### config.mk
export PLATFORM = sky130hd
export DESIGN_NAME = crc16_packet_deframer
export DESIGN_NICKNAME = d
export VERILOG_FILES = /design/src/design/crcdf_pkg.sv /design/src/design/crcdf_dp.sv /design/src/design/crcdf_ctrl.sv /design/src/design/crc16_packet_deframer.sv
export SDC_FILE = /design/constraint.sdc
export NUM_CORES = 1
export LEC_CHECK = 0
export BUFFER_PORTS_ARGS = -buffer_cell sky130_fd_sc_hd__buf_2
export CAP_MARGIN = 25
export CORE_ASPECT_RATIO = 2
export CORE_MARGIN = 1.5
export CORE_UTILIZATION = 55
export DETAILED_ROUTE_END_ITERATION = 8
export PLACE_DENSITY = 0.72
export SLEW_MARGIN = 0
export SYNTH_ARGS = -nofsm -noshare
export SYNTH_HDL_FRONTEND = slang
export SYNTH_SLANG_ARGS = --single-unit
### constraint.sdc
create_clock -name i_clk -period 3.5 [get_ports i_clk]
set_input_delay 0.7 -clock i_clk [delete_from_list [all_inputs] [get_ports i_clk]]
set_output_delay 0.7 -clock i_clk [all_outputs]
set_load 0.1 [all_outputs]
### src/design/crcdf_pkg.sv
// Shared types, constants and the CRC-16 byte update for the packet deframer.
// Used by crcdf_ctrl, crcdf_dp and crc16_packet_deframer; no dependencies.
`default_nettype none

package crcdf_pkg;

    // Largest payload a frame may carry and the widths that follow from it.
    localparam int MAX_PAYLOAD = 64;
    localparam int PAY_AW      = $clog2(MAX_PAYLOAD);
    localparam int LEN_W       = 7;
    localparam int ADDR_W      = 5;

    localparam logic [15:0] CRC_INIT = 16'hFFFF;
    localparam logic [15:0] CRC_POLY = 16'h1021;
    localparam logic [15:0] IDLE_SAT = 16'hFFFF;
    localparam logic [16:0] HB_SAT   = 17'h1FFFF;

    // Result kinds, carried on tuser.
    typedef enum logic [1:0] {
        KIND_PAYLOAD = 2'd0,
        KIND_ERROR   = 2'd1,
        KIND_LOST    = 2'd2
    } t_kind;

    // Framing error codes.
    typedef enum logic [1:0] {
        ERR_SYNC   = 2'd0,
        ERR_LENGTH = 2'd1,
        ERR_CRC    = 2'd2,
        ERR_TERM   = 2'd3
    } t_err;

    // Configuration register indexes (byte address is four times the index).
    typedef enum logic [2:0] {
        REG_SYNC0      = 3'd0,
        REG_SYNC1      = 3'd1,
        REG_SYNC2      = 3'd2,
        REG_SYNC3      = 3'd3,
        REG_TERM       = 3'd4,
        REG_FRAME_TO   = 3'd5,
        REG_HEARTBEAT  = 3'd6
    } t_reg_idx;

    // Input op codes.
    localparam logic OP_BYTE = 1'b0;
    localparam logic OP_TICK = 1'b1;

    // Commands from the controller to the datapath.
    typedef struct packed {
        logic  tick;
        logic  go_idle;
        logic  len_load;
        logic  pay_write;
        logic  crc_hi_load;
        logic  hb_clear;
        logic  burst_start;
        logic  rd_next;
        logic  out_load;
        t_kind out_kind;
        t_err  out_err;
        logic  out_len_sel;
        logic  out_last;
    } t_dp_cmd;

    // Status from the datapath to the controller.
    typedef struct packed {
        logic sync0_eq;
        logic sync1_eq;
        logic sync2_eq;
        logic sync3_eq;
        logic term_eq;
        logic len_ok;
        logic crc_ok;
        logic pay_last;
        logic rd_last;
        logic idle_hit;
        logic hb_over;
        logic out_free;
    } t_dp_sts;

    // CRC-16/CCITT-FALSE update by one byte, MSB first.
    function automatic logic [15:0] crc_byte(input logic [15:0] crc_in,
                                             input logic [7:0]  data);
        logic [15:0] c;
        c = crc_in ^ {data, 8'h00};
        for (int k = 0; k < 8; k++) begin
            if (c[15]) begin
                c = {c[14:0], 1'b0} ^ CRC_POLY;
            end else begin
                c = {c[14:0], 1'b0};
            end
        end
        return c;
    endfunction

endpackage

`default_nettype wire

### src/design/crcdf_dp.sv
// Datapath of the packet deframer: configuration registers, CRC, timers,
// payload memory and the output register. Depends on crcdf_pkg.
`default_nettype none

module crcdf_dp (
    input  wire                         i_clk,
    input  wire                         i_rst_n,
    input  crcdf_pkg::t_dp_cmd          i_cmd,
    output crcdf_pkg::t_dp_sts          o_sts,
    input  wire  [7:0]                  i_rx_byte,
    input  wire                         i_psel,
    input  wire                         i_penable,
    input  wire                         i_pwrite,
    input  wire  [crcdf_pkg::ADDR_W-1:0] i_paddr,
    input  wire  [31:0]                 i_pwdata,
    output logic [31:0]                 o_prdata,
    output logic                        o_out_valid,
    input  wire                         i_out_ready,
    output logic [23:0]                 o_out_tdata,  // payload_byte, err_code, frame_length
    output logic [1:0]                  o_out_tuser,  // kind
    output logic                        o_out_tlast
);

    // Configuration registers.
    logic [7:0]  r_sync0, r_sync1, r_sync2, r_sync3, r_term;
    logic [15:0] r_frame_to, r_hb_to;

    // Frame and timer state.
    logic [crcdf_pkg::LEN_W-1:0]  r_exp_len;
    logic [crcdf_pkg::LEN_W-1:0]  r_byte_idx;
    logic [crcdf_pkg::PAY_AW-1:0] r_rd_idx;
    logic [15:0]                  r_crc;
    logic [7:0]                   r_crc_hi;
    logic [15:0]                  r_idle;
    logic [16:0]                  r_hb;

    // Payload memory with registered read.
    logic [7:0] r_mem [crcdf_pkg::MAX_PAYLOAD];
    logic [7:0] r_rd_data;

    // Output register.
    logic                        r_out_valid;
    crcdf_pkg::t_kind            r_out_kind;
    logic [7:0]                  r_out_pay;
    crcdf_pkg::t_err             r_out_err;
    logic [crcdf_pkg::LEN_W-1:0] r_out_len;
    logic                        r_out_last;

    logic        cfg_wr;
    logic [15:0] idle_inc;
    logic [16:0] hb_inc;
    logic [crcdf_pkg::LEN_W-1:0] byte_idx_inc;
    logic [crcdf_pkg::LEN_W-1:0] rd_idx_inc;

    assign cfg_wr = i_psel && i_penable && i_pwrite;

    // Saturating timer increments and index increments.
    assign idle_inc     = (r_idle == crcdf_pkg::IDLE_SAT) ? r_idle : r_idle + 16'd1;
    assign hb_inc       = (r_hb == crcdf_pkg::HB_SAT) ? r_hb : r_hb + 17'd1;
    assign byte_idx_inc = r_byte_idx + 1'b1;
    assign rd_idx_inc   = crcdf_pkg::LEN_W'(r_rd_idx) + 1'b1;

    // Status toward the controller.
    always_comb begin
        o_sts.sync0_eq = (i_rx_byte == r_sync0);
        o_sts.sync1_eq = (i_rx_byte == r_sync1);
        o_sts.sync2_eq = (i_rx_byte == r_sync2);
        o_sts.sync3_eq = (i_rx_byte == r_sync3);
        o_sts.term_eq  = (i_rx_byte == r_term);
        o_sts.len_ok   = (i_rx_byte != 8'd0) &&
                         (i_rx_byte <= 8'(crcdf_pkg::MAX_PAYLOAD));
        o_sts.crc_ok   = ({r_crc_hi, i_rx_byte} == r_crc);
        o_sts.pay_last = (byte_idx_inc >= r_exp_len);
        o_sts.rd_last  = (rd_idx_inc == r_exp_len);
        o_sts.idle_hit = (idle_inc >= r_frame_to);
        o_sts.hb_over  = (hb_inc > {1'b0, r_hb_to});
        o_sts.out_free = !r_out_valid || i_out_ready;
    end

    // Configuration writes.
    always_ff @(posedge i_clk) begin
        if (!i_rst_n) begin
            r_sync0    <= 8'd0;
            r_sync1    <= 8'd0;
            r_sync2    <= 8'd0;
            r_sync3    <= 8'd0;
            r_term     <= 8'd0;
            r_frame_to <= 16'd100;
            r_hb_to    <= 16'd1000;
        end else if (cfg_wr) begin
            unique case (crcdf_pkg::t_reg_idx'(i_paddr[4:2]))
                crcdf_pkg::REG_SYNC0:     r_sync0    <= i_pwdata[7:0];
                crcdf_pkg::REG_SYNC1:     r_sync1    <= i_pwdata[7:0];
                crcdf_pkg::REG_SYNC2:     r_sync2    <= i_pwdata[7:0];
                crcdf_pkg::REG_SYNC3:     r_sync3    <= i_pwdata[7:0];
                crcdf_pkg::REG_TERM:      r_term     <= i_pwdata[7:0];
                crcdf_pkg::REG_FRAME_TO:  r_frame_to <= i_pwdata[15:0];
                crcdf_pkg::REG_HEARTBEAT: r_hb_to    <= i_pwdata[15:0];
                default: ;
            endcase
        end
    end

    // Register read-back.
    always_comb begin
        unique case (crcdf_pkg::t_reg_idx'(i_paddr[4:2]))
            crcdf_pkg::REG_SYNC0:     o_prdata = {24'd0, r_sync0};
            crcdf_pkg::REG_SYNC1:     o_prdata = {24'd0, r_sync1};
            crcdf_pkg::REG_SYNC2:     o_prdata = {24'd0, r_sync2};
            crcdf_pkg::REG_SYNC3:     o_prdata = {24'd0, r_sync3};
            crcdf_pkg::REG_TERM:      o_prdata = {24'd0, r_term};
            crcdf_pkg::REG_FRAME_TO:  o_prdata = {16'd0, r_frame_to};
            crcdf_pkg::REG_HEARTBEAT: o_prdata = {16'd0, r_hb_to};
            default:                  o_prdata = 32'd0;
        endcase
    end

    // Frame state, CRC and timers.
    always_ff @(posedge i_clk) begin
        if (!i_rst_n) begin
            r_exp_len  <= '0;
            r_byte_idx <= '0;
            r_rd_idx   <= '0;
            r_crc      <= crcdf_pkg::CRC_INIT;
            r_crc_hi   <= 8'd0;
            r_idle     <= 16'd0;
            r_hb       <= 17'd0;
        end else begin
            if (i_cmd.len_load) begin
                r_exp_len <= i_rx_byte[crcdf_pkg::LEN_W-1:0];
            end
            if (i_cmd.crc_hi_load) begin
                r_crc_hi <= i_rx_byte;
            end
            if (i_cmd.go_idle) begin
                r_byte_idx <= '0;
                r_crc      <= crcdf_pkg::CRC_INIT;
                r_idle     <= 16'd0;
            end else begin
                if (i_cmd.pay_write) begin
                    r_byte_idx <= byte_idx_inc;
                    r_crc      <= crcdf_pkg::crc_byte(r_crc, i_rx_byte);
                end
                if (i_cmd.tick) begin
                    r_idle <= idle_inc;
                end
            end
            if (i_cmd.hb_clear) begin
                r_hb <= 17'd0;
            end else if (i_cmd.tick) begin
                r_hb <= hb_inc;
            end
            if (i_cmd.burst_start) begin
                r_rd_idx <= '0;
            end else if (i_cmd.rd_next) begin
                r_rd_idx <= rd_idx_inc[crcdf_pkg::PAY_AW-1:0];
            end
        end
    end

    // Payload memory: one write port, one registered read port.
    always_ff @(posedge i_clk) begin
        if (i_cmd.pay_write) begin
            r_mem[r_byte_idx[crcdf_pkg::PAY_AW-1:0]] <= i_rx_byte;
        end
        r_rd_data <= r_mem[r_rd_idx];
    end

    // Output register; a new result may load as the old one is taken.
    always_ff @(posedge i_clk) begin
        if (!i_rst_n) begin
            r_out_valid <= 1'b0;
        end else if (i_cmd.out_load) begin
            r_out_valid <= 1'b1;
        end else if (i_out_ready) begin
            r_out_valid <= 1'b0;
        end
    end

    always_ff @(posedge i_clk) begin
        if (i_cmd.out_load) begin
            r_out_kind <= i_cmd.out_kind;
            r_out_err  <= (i_cmd.out_kind == crcdf_pkg::KIND_ERROR) ?
                          i_cmd.out_err : crcdf_pkg::ERR_SYNC;
            r_out_pay  <= (i_cmd.out_kind == crcdf_pkg::KIND_PAYLOAD) ? r_rd_data : 8'd0;
            r_out_len  <= i_cmd.out_len_sel ? r_exp_len : '0;
            r_out_last <= i_cmd.out_last;
        end
    end

    assign o_out_valid = r_out_valid;
    assign o_out_tdata = {7'd0, r_out_len, r_out_err, r_out_pay};
    assign o_out_tuser = r_out_kind;
    assign o_out_tlast = r_out_last;

endmodule

`default_nettype wire

### src/design/crcdf_ctrl.sv
// Controller of the packet deframer: frame phase state machine and the
// payload read-out sequence. Depends on crcdf_pkg.
`default_nettype none

module crcdf_ctrl (
    input  wire                 i_clk,
    input  wire                 i_rst_n,
    input  wire                 i_in_valid,
    input  wire                 i_in_op,
    output logic                o_in_ready,
    input  crcdf_pkg::t_dp_sts  i_sts,
    output crcdf_pkg::t_dp_cmd  o_cmd
);

    typedef enum logic [3:0] {
        S_IDLE,
        S_SYNC1,
        S_SYNC2,
        S_SYNC3,
        S_LEN,
        S_PAY,
        S_CRC1,
        S_CRC2,
        S_TERM,
        S_BURST_RD,
        S_BURST_WR
    } t_state;

    t_state r_state, n_state;
    logic   in_acc;
    logic   in_busy;

    // Items are taken outside the read-out whenever the output can take a result.
    assign in_busy    = (r_state == S_BURST_RD) || (r_state == S_BURST_WR);
    assign o_in_ready = !in_busy && i_sts.out_free;
    assign in_acc     = i_in_valid && o_in_ready;

    always_comb begin
        o_cmd         = '0;
        o_cmd.out_kind = crcdf_pkg::KIND_ERROR;
        o_cmd.out_err  = crcdf_pkg::ERR_SYNC;
        n_state       = r_state;

        if (in_acc && (i_in_op == crcdf_pkg::OP_TICK)) begin
            // Tick: advance timers, abort on frame timeout, report lost link.
            o_cmd.tick = 1'b1;
            if (i_sts.idle_hit) begin
                o_cmd.go_idle = 1'b1;
                n_state       = S_IDLE;
            end
            if (i_sts.hb_over) begin
                o_cmd.out_load = 1'b1;
                o_cmd.out_kind = crcdf_pkg::KIND_LOST;
                o_cmd.out_last = 1'b1;
            end
        end else if (in_acc) begin
            // Received byte: advance through the frame.
            unique case (r_state)
                S_IDLE: begin
                    if (i_sts.sync0_eq) begin
                        n_state = S_SYNC1;
                    end
                end
                S_SYNC1, S_SYNC2, S_SYNC3: begin
                    if ((r_state == S_SYNC1 && !i_sts.sync1_eq) ||
                        (r_state == S_SYNC2 && !i_sts.sync2_eq) ||
                        (r_state == S_SYNC3 && !i_sts.sync3_eq)) begin
                        o_cmd.out_load = 1'b1;
                        o_cmd.out_err  = crcdf_pkg::ERR_SYNC;
                        o_cmd.out_last = 1'b1;
                        o_cmd.go_idle  = 1'b1;
                        n_state        = S_IDLE;
                    end else if (r_state == S_SYNC1) begin
                        n_state = S_SYNC2;
                    end else if (r_state == S_SYNC2) begin
                        n_state = S_SYNC3;
                    end else begin
                        n_state = S_LEN;
                    end
                end
                S_LEN: begin
                    if (!i_sts.len_ok) begin
                        o_cmd.out_load = 1'b1;
                        o_cmd.out_err  = crcdf_pkg::ERR_LENGTH;
                        o_cmd.out_last = 1'b1;
                        o_cmd.go_idle  = 1'b1;
                        n_state        = S_IDLE;
                    end else begin
                        o_cmd.len_load = 1'b1;
                        n_state        = S_PAY;
                    end
                end
                S_PAY: begin
                    o_cmd.pay_write = 1'b1;
                    if (i_sts.pay_last) begin
                        n_state = S_CRC1;
                    end
                end
                S_CRC1: begin
                    o_cmd.crc_hi_load = 1'b1;
                    n_state           = S_CRC2;
                end
                S_CRC2: begin
                    if (!i_sts.crc_ok) begin
                        o_cmd.out_load    = 1'b1;
                        o_cmd.out_err     = crcdf_pkg::ERR_CRC;
                        o_cmd.out_len_sel = 1'b1;
                        o_cmd.out_last    = 1'b1;
                        o_cmd.go_idle     = 1'b1;
                        n_state           = S_IDLE;
                    end else begin
                        n_state = S_TERM;
                    end
                end
                S_TERM: begin
                    o_cmd.go_idle = 1'b1;
                    if (!i_sts.term_eq) begin
                        o_cmd.out_load    = 1'b1;
                        o_cmd.out_err     = crcdf_pkg::ERR_TERM;
                        o_cmd.out_len_sel = 1'b1;
                        o_cmd.out_last    = 1'b1;
                        n_state           = S_IDLE;
                    end else begin
                        o_cmd.hb_clear    = 1'b1;
                        o_cmd.burst_start = 1'b1;
                        n_state           = S_BURST_RD;
                    end
                end
                default: begin
                    o_cmd.go_idle = 1'b1;
                    n_state       = S_IDLE;
                end
            endcase
        end else if (r_state == S_BURST_RD) begin
            // Memory read of the current entry is in flight.
            n_state = S_BURST_WR;
        end else if (r_state == S_BURST_WR && i_sts.out_free) begin
            // Hand one payload byte to the output register.
            o_cmd.out_load    = 1'b1;
            o_cmd.out_kind    = crcdf_pkg::KIND_PAYLOAD;
            o_cmd.out_len_sel = 1'b1;
            o_cmd.out_last    = i_sts.rd_last;
            o_cmd.rd_next     = 1'b1;
            n_state           = i_sts.rd_last ? S_IDLE : S_BURST_RD;
        end
    end

    // State register.
    always_ff @(posedge i_clk) begin
        if (!i_rst_n) begin
            r_state <= S_IDLE;
        end else begin
            r_state <= n_state;
        end
    end

endmodule

`default_nettype wire

### src/design/crc16_packet_deframer.sv
// A byte or tick is decided in the cycle it is transferred; its one result, if
// any, is in the output register on the next cycle. One item per cycle while
// the output keeps up and no read-out runs. A good terminator starts a payload
// read-out from the payload memory, each byte a registered read and then a
// load into the output register; no input is taken during the read-out.
// Reset (synchronous, active low) returns to idle with default configuration.
`default_nettype none

module crc16_packet_deframer (
    input  wire                          i_clk,
    input  wire                          i_rst_n,
    input  wire                          s_axis_tvalid,
    output logic                         s_axis_tready,
    input  wire  [7:0]                   s_axis_tdata,  // rx_byte
    input  wire                          s_axis_tuser,  // op
    output logic                         m_axis_tvalid,
    input  wire                          m_axis_tready,
    output logic [23:0]                  m_axis_tdata,  // payload_byte, err_code, frame_length
    output logic [1:0]                   m_axis_tuser,  // kind
    output logic                         m_axis_tlast,
    input  wire                          psel,
    input  wire                          penable,
    input  wire                          pwrite,
    input  wire  [crcdf_pkg::ADDR_W-1:0] paddr,
    input  wire  [31:0]                  pwdata,
    output logic [31:0]                  prdata,
    output logic                         pready
);

    crcdf_pkg::t_dp_cmd cmd;
    crcdf_pkg::t_dp_sts sts;

    assign pready = 1'b1;

    // Frame controller.
    crcdf_ctrl u_ctrl (
        .i_clk      (i_clk),
        .i_rst_n    (i_rst_n),
        .i_in_valid (s_axis_tvalid),
        .i_in_op    (s_axis_tuser),
        .o_in_ready (s_axis_tready),
        .i_sts      (sts),
        .o_cmd      (cmd)
    );

    // Datapath with configuration, CRC, timers, memory and output register.
    crcdf_dp u_dp (
        .i_clk       (i_clk),
        .i_rst_n     (i_rst_n),
        .i_cmd       (cmd),
        .o_sts       (sts),
        .i_rx_byte   (s_axis_tdata),
        .i_psel      (psel),
        .i_penable   (penable),
        .i_pwrite    (pwrite),
        .i_paddr     (paddr),
        .i_pwdata    (pwdata),
        .o_prdata    (prdata),
        .o_out_valid (m_axis_tvalid),
        .i_out_ready (m_axis_tready),
        .o_out_tdata (m_axis_tdata),
        .o_out_tuser (m_axis_tuser),
        .o_out_tlast (m_axis_tlast)
    );

endmodule

`default_nettype wire

==> summary.txt, run 1 <==
Status
  – Status: complete, but fails checks
  – Failing checks: negative setup slack

Worst setup path
  – FF-to-FF path depth: 17
  – Crit-path max FO: 5
  – R2R Path Start: u_dp.r_hb[1]$_SDFFE_PP0P_
  – Most used cell, CP: buf_4
  – Sequence of cells on the critical path: ha_4 > and4_1 > and4_4 > a211oi_4 > buf_6 > nor2b_4 > buf_4 > xor2_2 > ha_1 > o21ai_2 > nor2_1 > nor3_2 > o21ai_1 > o31ai_1 > buf_4 > nor2_4 > or2_4
  – Top cell family by delay on the critical path: simple AND/OR/NAND/NOR gates
  – Largest stage delay on the critical path: around 340 ps
  – CP Launch Type: flop
  – Worst setup path endpoint: u_dp.r_out_len[5]$_SDFFCE_PN0P_
  – CP Depth: 17
  – Setup crit end kind: flop
  – Setup slack, reg-to-reg: -170 ps
  – R2r endpoint: u_dp.r_out_len[5]$_SDFFCE_PN0P_
  – CP Launch Point: u_dp.r_hb[1]$_SDFFE_PP0P_
  – CP required: 3860 ps
  – Worst path bufs/invs: 3
  – WP data arrival: 4040 ps
  – CP Class: flop to flop
  – CP max-delay cell: dfxtp_2

Floorplan
  – Die Footprint: 56800 sq um
  – Die W: 169 um
  – Core Box Area: around 55000 sq um
  – Initial Util: 0.558
  – Io pins: 115
  – Rows: between 100 and 150
  – Vert. Die Dim: approximately 340 um

Logic synthesis
  – Post-synth EDFFs: roughly 530
  – Synth Cell Area: 30400 sq um
  – Seq/Total Area, Yosys: 0.632
  – Count of different cell masters after synthesis: 68
  – Avg Inst Size Synth: 14.9 sq um
  – Mapped Cells: 2045
  – Warnings from Yosys: 0
  – Most used DFF post-synth: edfxtp_1
  – Largest cells by area after synthesis: edfxtp_1, mux4_2, dfxtp_1, xnor2_1, mux2i_1
  – Flops & latches, synth: 694
  – Ys async rst share: 0
  – Share of the synthesized area in the top cell type: 0.525
  – Post-synth top area cell: edfxtp_1

Power
  – Worst VDD drop: 0.000387 V
  – Pwr Density: ~460 nW/um^2
  – Leak: around 0.012 uW

Global route
  – Vias in the first global route: 19400
  – Largest net degree at the start of global routing: between 60 and 70
  – First-pass GRT wire length: between 100 and 150 mm
  – Antenna violations before repair: 2
  – Congestion Overflow GR: 0
  – GRT Overall Usage: 0.291

Timing
  – Worst-Margin Slew: around 1100 ps
  – Fin crit period: 3670 ps
  – Fin. Hold Viols: 0
  – Layout Skew: about 34 ps
  – Smallest setup slack after layout: -173 ps
  – Slew Limit Fails: 0
  – Highest Clock Rate: 272 MHz
  – Period utilisation layout: 1.05
  – Final setup viols: 52
  – RSZ-0062 raised after global routing: yes
  – Hold Slack: 334 ps
  – Relative slew slack: 0.277

Clock tree
  – CTS max path bufs: 3
  – TritonCTS buffer count: 59
  – CTS tree: built
  – Sink Count: 694
  – Htree depth: 2
  – Clk_lat worst skew: 640 ps
  – Hold Buf Count CTS: 0
  – CTS clk-pin slew, worst paths: 70 ps
  – Root Driver: clkbuf_16

Cells and area
  – FF+latch area: 19200 sq um
  – Layout cells sized above 1: 0.284
  – Syn-to-layout area delta: 17.1%
  – Layout net count: 2376
  – Fill cells: about 3700
  – Multi-input combinational cell area: about 11000 sq um
  – Design Area, Final: 35600 sq um

Routing
  – Total number of vias: roughly 19000
  – Avg WL per Cell: ~27 um
  – Drt first pass iters: 5
  – Via density: ~6.2
  – Routed WL: roughly 81 mm
  – Routed Antenna Nets: 0
  – Detailed-route DRC error count: 0
  – Initial DRC count: 1648

Placed design
  – Detailed Place HPWL: ~56 mm
  – Post-DP Area: between 30000 and 40000 sq um
  – Input/output buffers: 72
  – Gpl congestion: around 0.94

Flow run
  – Max Cap Viol: 0

Min path
  – Worst Hold Class: input pin to flop
  – Hold Path Stages: 3
## layer usage
metal	vias to the layer above	track usage	part of all wire
met3	271	0.0423	0.053
met2	743	0.544	0.55
li1	8136	-	-
met1	9545	0.295	0.32
met4	2	0.199	0.080
met5	-	0	0.000098
## registers in the layout, indices dropped and copies added, names as in the netlist, 16 cells and up
signal / cells
u_dp.r_crc: 16
u_dp.r_idle: 16
u_dp.r_mem: 512
u_dp.r_hb: 17
u_dp.r_frame_to: 16
u_dp.r_hb_to: 16
## cells in the mapped netlist (4+ instances only)
library cell and n:
edfxtp_1 532, mux4_2 170, dfxtp_1 162, nor2_1 162
nand2_1 140, xnor2_1 108, nor2b_1 85, clkbuf_1 67
mux2i_1 66, nand3_1 58, xor2_1 47, ha_1 43
inv_1 43, nand4_1 33, buf_4 31, o21ai_0 30
a21oi_1 26, a21boi_0 25, nor3_1 21, buf_2 19
buf_1 16, o211ai_1 13, a22oi_1 12, and2_1 12
and3_1 11, mux2_2 8, nand2b_1 8, and4_1 7
a211oi_1 5, a21o_1 5, nand3b_1 5, or3_1 5
a32oi_1 4, nor4_1 4, o221ai_1 4, o31ai_1 4
## per-stage QoR
stage          total power, uW  setup slack [ps]  utilization  cells  setup TNS, ps
6_report                 16600              -173        0.654   3008          -3590
5_1_grt                  17000              -275        0.654   3008         -12040
4_1_cts                  16600             -24.7        0.645   2992           -235
3_5_place_dp              9940              -269        0.604   2872         -10230
3_3_place_gp              9930              -233        0.604   2872          -7920
2_1_floorplan             9630              -219            -   2067           -431
## area by class of cell
| cell class | instances | share of cell area |
|---|---|---|
| multi-input combinational | 1196 | 0.309 |
| sequential | 694 | 0.540 |
| timing repair buffer | 286 | 0.0679 |
| tap | 676 | 0.0237 |
| inverter | 43 | 0.00453 |
| antenna | 1 | 0.0000702 |
| clock inverter | 42 | 0.0124 |
| clock buffer | 70 | 0.0432 |
## worst min path at each step
| stage | end | slack (ps) | start |
|---|---|---|---|
| final | u_dp.r_hb_to[8]$_SDFFE_PN1P_ | 330 | pwdata[8] |
| after global routing | u_dp.r_hb_to[9]$_SDFFE_PN1P_ | 340 | pwdata[9] |
| after CTS | u_dp.r_hb_to[8]$_SDFFE_PN1P_ | 300 | pwdata[8] |
| after detailed placement | u_dp.r_hb_to[1]$_SDFFE_PN0P_ | 480 | u_dp.r_hb_to[1]$_SDFFE_PN0P_ |
| after global placement | u_dp.r_hb_to[13]$_SDFFE_PN0P_ | 480 | u_dp.r_hb_to[13]$_SDFFE_PN0P_ |
| after floorplan | u_dp.r_hb_to[2]$_SDFFE_PN0P_ | 450 | u_dp.r_hb_to[2]$_SDFFE_PN0P_ |
## worst register-to-register path, delay by kind of cell (launching register included)
kind | cells | cell delay, ps
simple gates | 7 | 1210
compound gates | 4 | 810
buf+inv | 3 | 490
fa+ha+maj | 2 | 440
flops | 1 | 340
xor+xnor | 1 | 130
## where the power goes
part	switching [uW]	total, uW	internal, uW
registers	38.6	8910	8870
logic	674	936	263
clock network	3020	6710	3690
total	3730	16600	12800
## cell families after synthesis
kind of cell	Yosys count	share of synthesized area
other	2	0.000247
buffers and inverters	180	0.0276
AOI/OAI and AO/OA	164	0.0384
DFF	694	0.632
and+or+nand+nor	563	0.0892
adders and majority gates	43	0.0177
xor gates and xnor gates	155	0.0446
muxes	244	0.151
## cells in the final DEF (no fill, tap or decap), types with 21 or more instances in the layout
cell type	count
a21boi_0	25
a21oi_1	21
buf_12	27
buf_2	59
buf_4	191
clkbuf_16	62
conb_1	24
dfxtp_1	153
edfxtp_1	532
ha_1	41
inv_1	43
mux2i_1	66
mux4_2	170
nand2_1	137
nand3_1	42
nand4_1	33
nor2_1	140
nor2_4	21
nor2b_1	76
o21ai_0	24
xnor2_1	104
xor2_1	46
## timing repair
item / in CTS / in global routing
setup buffers: 2 / 16
endpoints found under the setup margin: 66 / 66
pin swaps: 21 / 62
gates resized for setup: 25 / 96
gates cloned: 6 / 1
No activity file was read; power rests on OpenSTA's default activity.
==> run 2: changes to the inputs <==
--- a/config.mk
+++ b/config.mk
@@ -11,7 +11,7 @@
 export CORE_MARGIN = 1.5
 export CORE_UTILIZATION = 55
 export DETAILED_ROUTE_END_ITERATION = 8
-export PLACE_DENSITY = 0.72
+export PLACE_DENSITY = 0.79
 export SLEW_MARGIN = 0
 export SYNTH_ARGS = -nofsm -noshare
 export SYNTH_HDL_FRONTEND = slang
==> summary.txt, run 2 (synthesis gave the netlist of run 1 again) <==
Routing
  – Routed WL: 82.6 mm (was 81.2 mm)
  – Avg WL per Cell: 27.5 um (was 27.0 um)
  – Routed Antenna Nets: 0 (unchanged)
  – Total number of vias: 18900 (was 18700)
  – Detailed-route DRC error count: 0 (unchanged)
  – Drt first pass iters: 5 (unchanged)
  – Via density: 6.28 (was 6.22)
  – Initial DRC count: 1668 (was 1648)

Cells and area
  – FF+latch area: 19200 sq um (about the same)
  – Max reg flops: 512 (unchanged)
  – Fin util: 0.648 (was 0.654)
  – Syn-to-layout area delta: 16.1% (was 17.1%)
  – Multi-input combinational cell area: 10800 sq um (was 11000 sq um)
  – Fill cells: 3696 (was 3742)
  – Layout net count: 2373 (was 2376)
  – Most frequent cells in the layout: edfxtp_1, buf_4, mux4_2 (unchanged)
  – Most common cell after layout, fill and taps aside: edfxtp_1 (unchanged)
  – Layout cells sized above 1: 0.275 (was 0.284)

Floorplan
  – Vert. Die Dim: 336 um (unchanged)
  – Core Box Area: 54500 sq um (unchanged)
  – Die Footprint: 56800 sq um (unchanged)
  – Rows: 121 (unchanged)
  – Io pins: 115 (unchanged)
  – Die W: 169 um (unchanged)
  – Initial Util: 0.558 (unchanged)

Clock tree
  – Htree depth: 2 (unchanged)
  – CTS tree: built (unchanged)
  – Root Driver: clkbuf_16 (unchanged)
  – Clk_lat worst skew: 630 ps (was 640 ps)
  – CTS clk-pin slew, worst paths: 70 ps (about the same)
  – CTS max path bufs: 3 (unchanged)
  – TritonCTS buffer count: 57 (was 59)
  – Sink Count: 694 (unchanged)

Worst setup path
  – R2R Path Start: u_dp.r_hb[0]$_SDFFE_PP0P_ (was u_dp.r_hb[1]$_SDFFE_PP0P_)
  – WP data arrival: 3870 ps (was 4040 ps)
  – CP Class: flop to flop (unchanged)
  – CP required: 3830 ps (was 3860 ps)
  – CP Launch Point: u_dp.r_hb[0]$_SDFFE_PP0P_ (was u_dp.r_hb[1]$_SDFFE_PP0P_)
  – CP Launch Type: flop (unchanged)
  – Setup slack, reg-to-reg: -40 ps (was -170 ps)
  – Worst setup path endpoint: u_dp.r_out_pay[4]$_SDFFCE_PP0P_ (was u_dp.r_out_len[5]$_SDFFCE_PN0P_)
  – Crit-path max FO: 5 (unchanged)
  – FF-to-FF path depth: 15 (was 17)
  – Setup crit end kind: flop (unchanged)
  – R2r endpoint: u_dp.r_out_pay[4]$_SDFFCE_PP0P_ (was u_dp.r_out_len[5]$_SDFFCE_PN0P_)

Global route
  – Vias in the first global route: 19600 (was 19400)
  – Antenna violations before repair: 1 (was 2)
  – Congestion Overflow GR: 0 (unchanged)
  – Largest net degree at the start of global routing: 67 (was 68)
  – GRT Overall Usage: 0.299 (was 0.291)
  – First-pass GRT wire length: 123 mm (was 120 mm)

Timing
  – Relative slew slack: 0.448 (was 0.277)
  – Slew Limit Fails: 0 (unchanged)
  – RSZ-0062 raised after global routing: yes (unchanged)
  – Period utilisation layout: 1.01 (was 1.05)
  – Highest Clock Rate: 282 MHz (was 272 MHz)
  – Layout Skew: 30.5 ps (was 33.6 ps)
  – Worst-Margin Slew: 828 ps (was 1090 ps)
  – Fin. Hold Viols: 0 (unchanged)
  – TNS Setup: -224 ps (was -3590 ps)
  – Final setup viols: 8 (was 52)
  – Smallest setup slack after layout: -40.5 ps (was -173 ps)
  – Fin crit period: 3540 ps (was 3670 ps)

Flow run
  – Max Cap Viol: 0 (unchanged)

Power
  – Power Total: 16400 uW (was 16600 uW)
  – Pwr Density: 465 nW/um^2 (about the same)
  – Leak: 0.0119 uW (about the same)
  – Worst VDD drop: 0.000353 V (was 0.000387 V)

Placed design
  – Input/output buffers: 72 (unchanged)
  – Gpl congestion: 0.944 (was 0.941)
  – Detailed Place HPWL: 55.3 mm (was 55.6 mm)
  – DP Worst Slack: -314 ps (was -269 ps)

Status
  – Failing checks: negative setup slack (unchanged)
  – Status: complete, but fails checks (unchanged)

Min path
  – Worst Hold Class: input pin to flop (unchanged)
## run 2: changes by cell type in the layout (fill, tap and decap cells not counted), sizes merged
| cell | previous run | this run |
|---|---|---|
| clkinv | 25 | 19 |
| buf | 284 | 285 |
| clkinvlp | 8 | 7 |
| inv | 45 | 52 |
| bufinv | 7 | 5 |
| clkbuf | 72 | 68 |
## run 2: area by class of cell
class | count | share of cell area
clock inverter | 40 | 0.0106
timing repair buffer | 285 | 0.0655
sequential | 694 | 0.545
inverter | 43 | 0.00457
clock buffer | 68 | 0.0436
tap | 676 | 0.0240
multi-input combinational | 1196 | 0.307
antenna | 1 | 0.0000709
## run 2: power breakdown
group	internal [uW]	switching, uW	leakage, uW
clock network	3550	3080	0.000926
logic	244	646	0.00487
registers	8870	38.2	0.00610
## run 2: worst max-delay path, stage by stage, from the launching register on
cell and delay, ps:
dfxtp_2 340, ha_4 160, and4_1 150, and4_4 170, a211oi_4 290, buf_4 160, nor2b_4 150, nand3_2 100
xnor2_2 170, ha_1 300, nand4_1 160, buf_4 180, o31ai_4 280, o31ai_4 110, nor2_4 260, or2_4 250
## run 2: routing by layer
layer | vias up | global-route usage | share of wire
met5 | - | 0 | 0
met4 | 0 | 0.227 | 0.089
met3 | 323 | 0.0441 | 0.061
met2 | 930 | 0.537 | 0.53
met1 | 9501 | 0.312 | 0.32
li1 | 8118 | - | -
## run 2: per-stage QoR
stage               cell area (sq um)  hold slack [ps]  std cells
floorplan                       30600              453       2067
global placement                33000              472       2887
detailed placement              33000              481       2887
CTS                             35200              313       3002
global route                    35300              349       3002
finish                          35300              331       3003
## run 2: how the worst min path moves through the flow
stage | slack, ps | depth (start not counted) | end | startpoint
finish | 330 | 3 | u_dp.r_hb_to[8]$_SDFFE_PN1P_ | pwdata[8]
global route | 350 | 3 | u_dp.r_hb_to[8]$_SDFFE_PN1P_ | pwdata[8]
CTS | 310 | 3 | u_dp.r_hb_to[8]$_SDFFE_PN1P_ | pwdata[8]
detailed placement | 480 | 2 | u_dp.r_frame_to[9]$_SDFFE_PN0P_ | u_dp.r_frame_to[9]$_SDFFE_PN0P_
global placement | 470 | 2 | u_dp.r_frame_to[8]$_SDFFE_PN0P_ | u_dp.r_frame_to[8]$_SDFFE_PN0P_
floorplan | 450 | 2 | u_dp.r_hb_to[2]$_SDFFE_PN0P_ | u_dp.r_hb_to[2]$_SDFFE_PN0P_
## run 2: what timing repair did
action,CTS,global route
buffers inserted,4,1
endpoints found under the setup margin,67,67
gates resized for setup,44,29
pin swaps,38,33
cloned,3,0
hold buffers,0,0
hold endpoints to repair,0,0
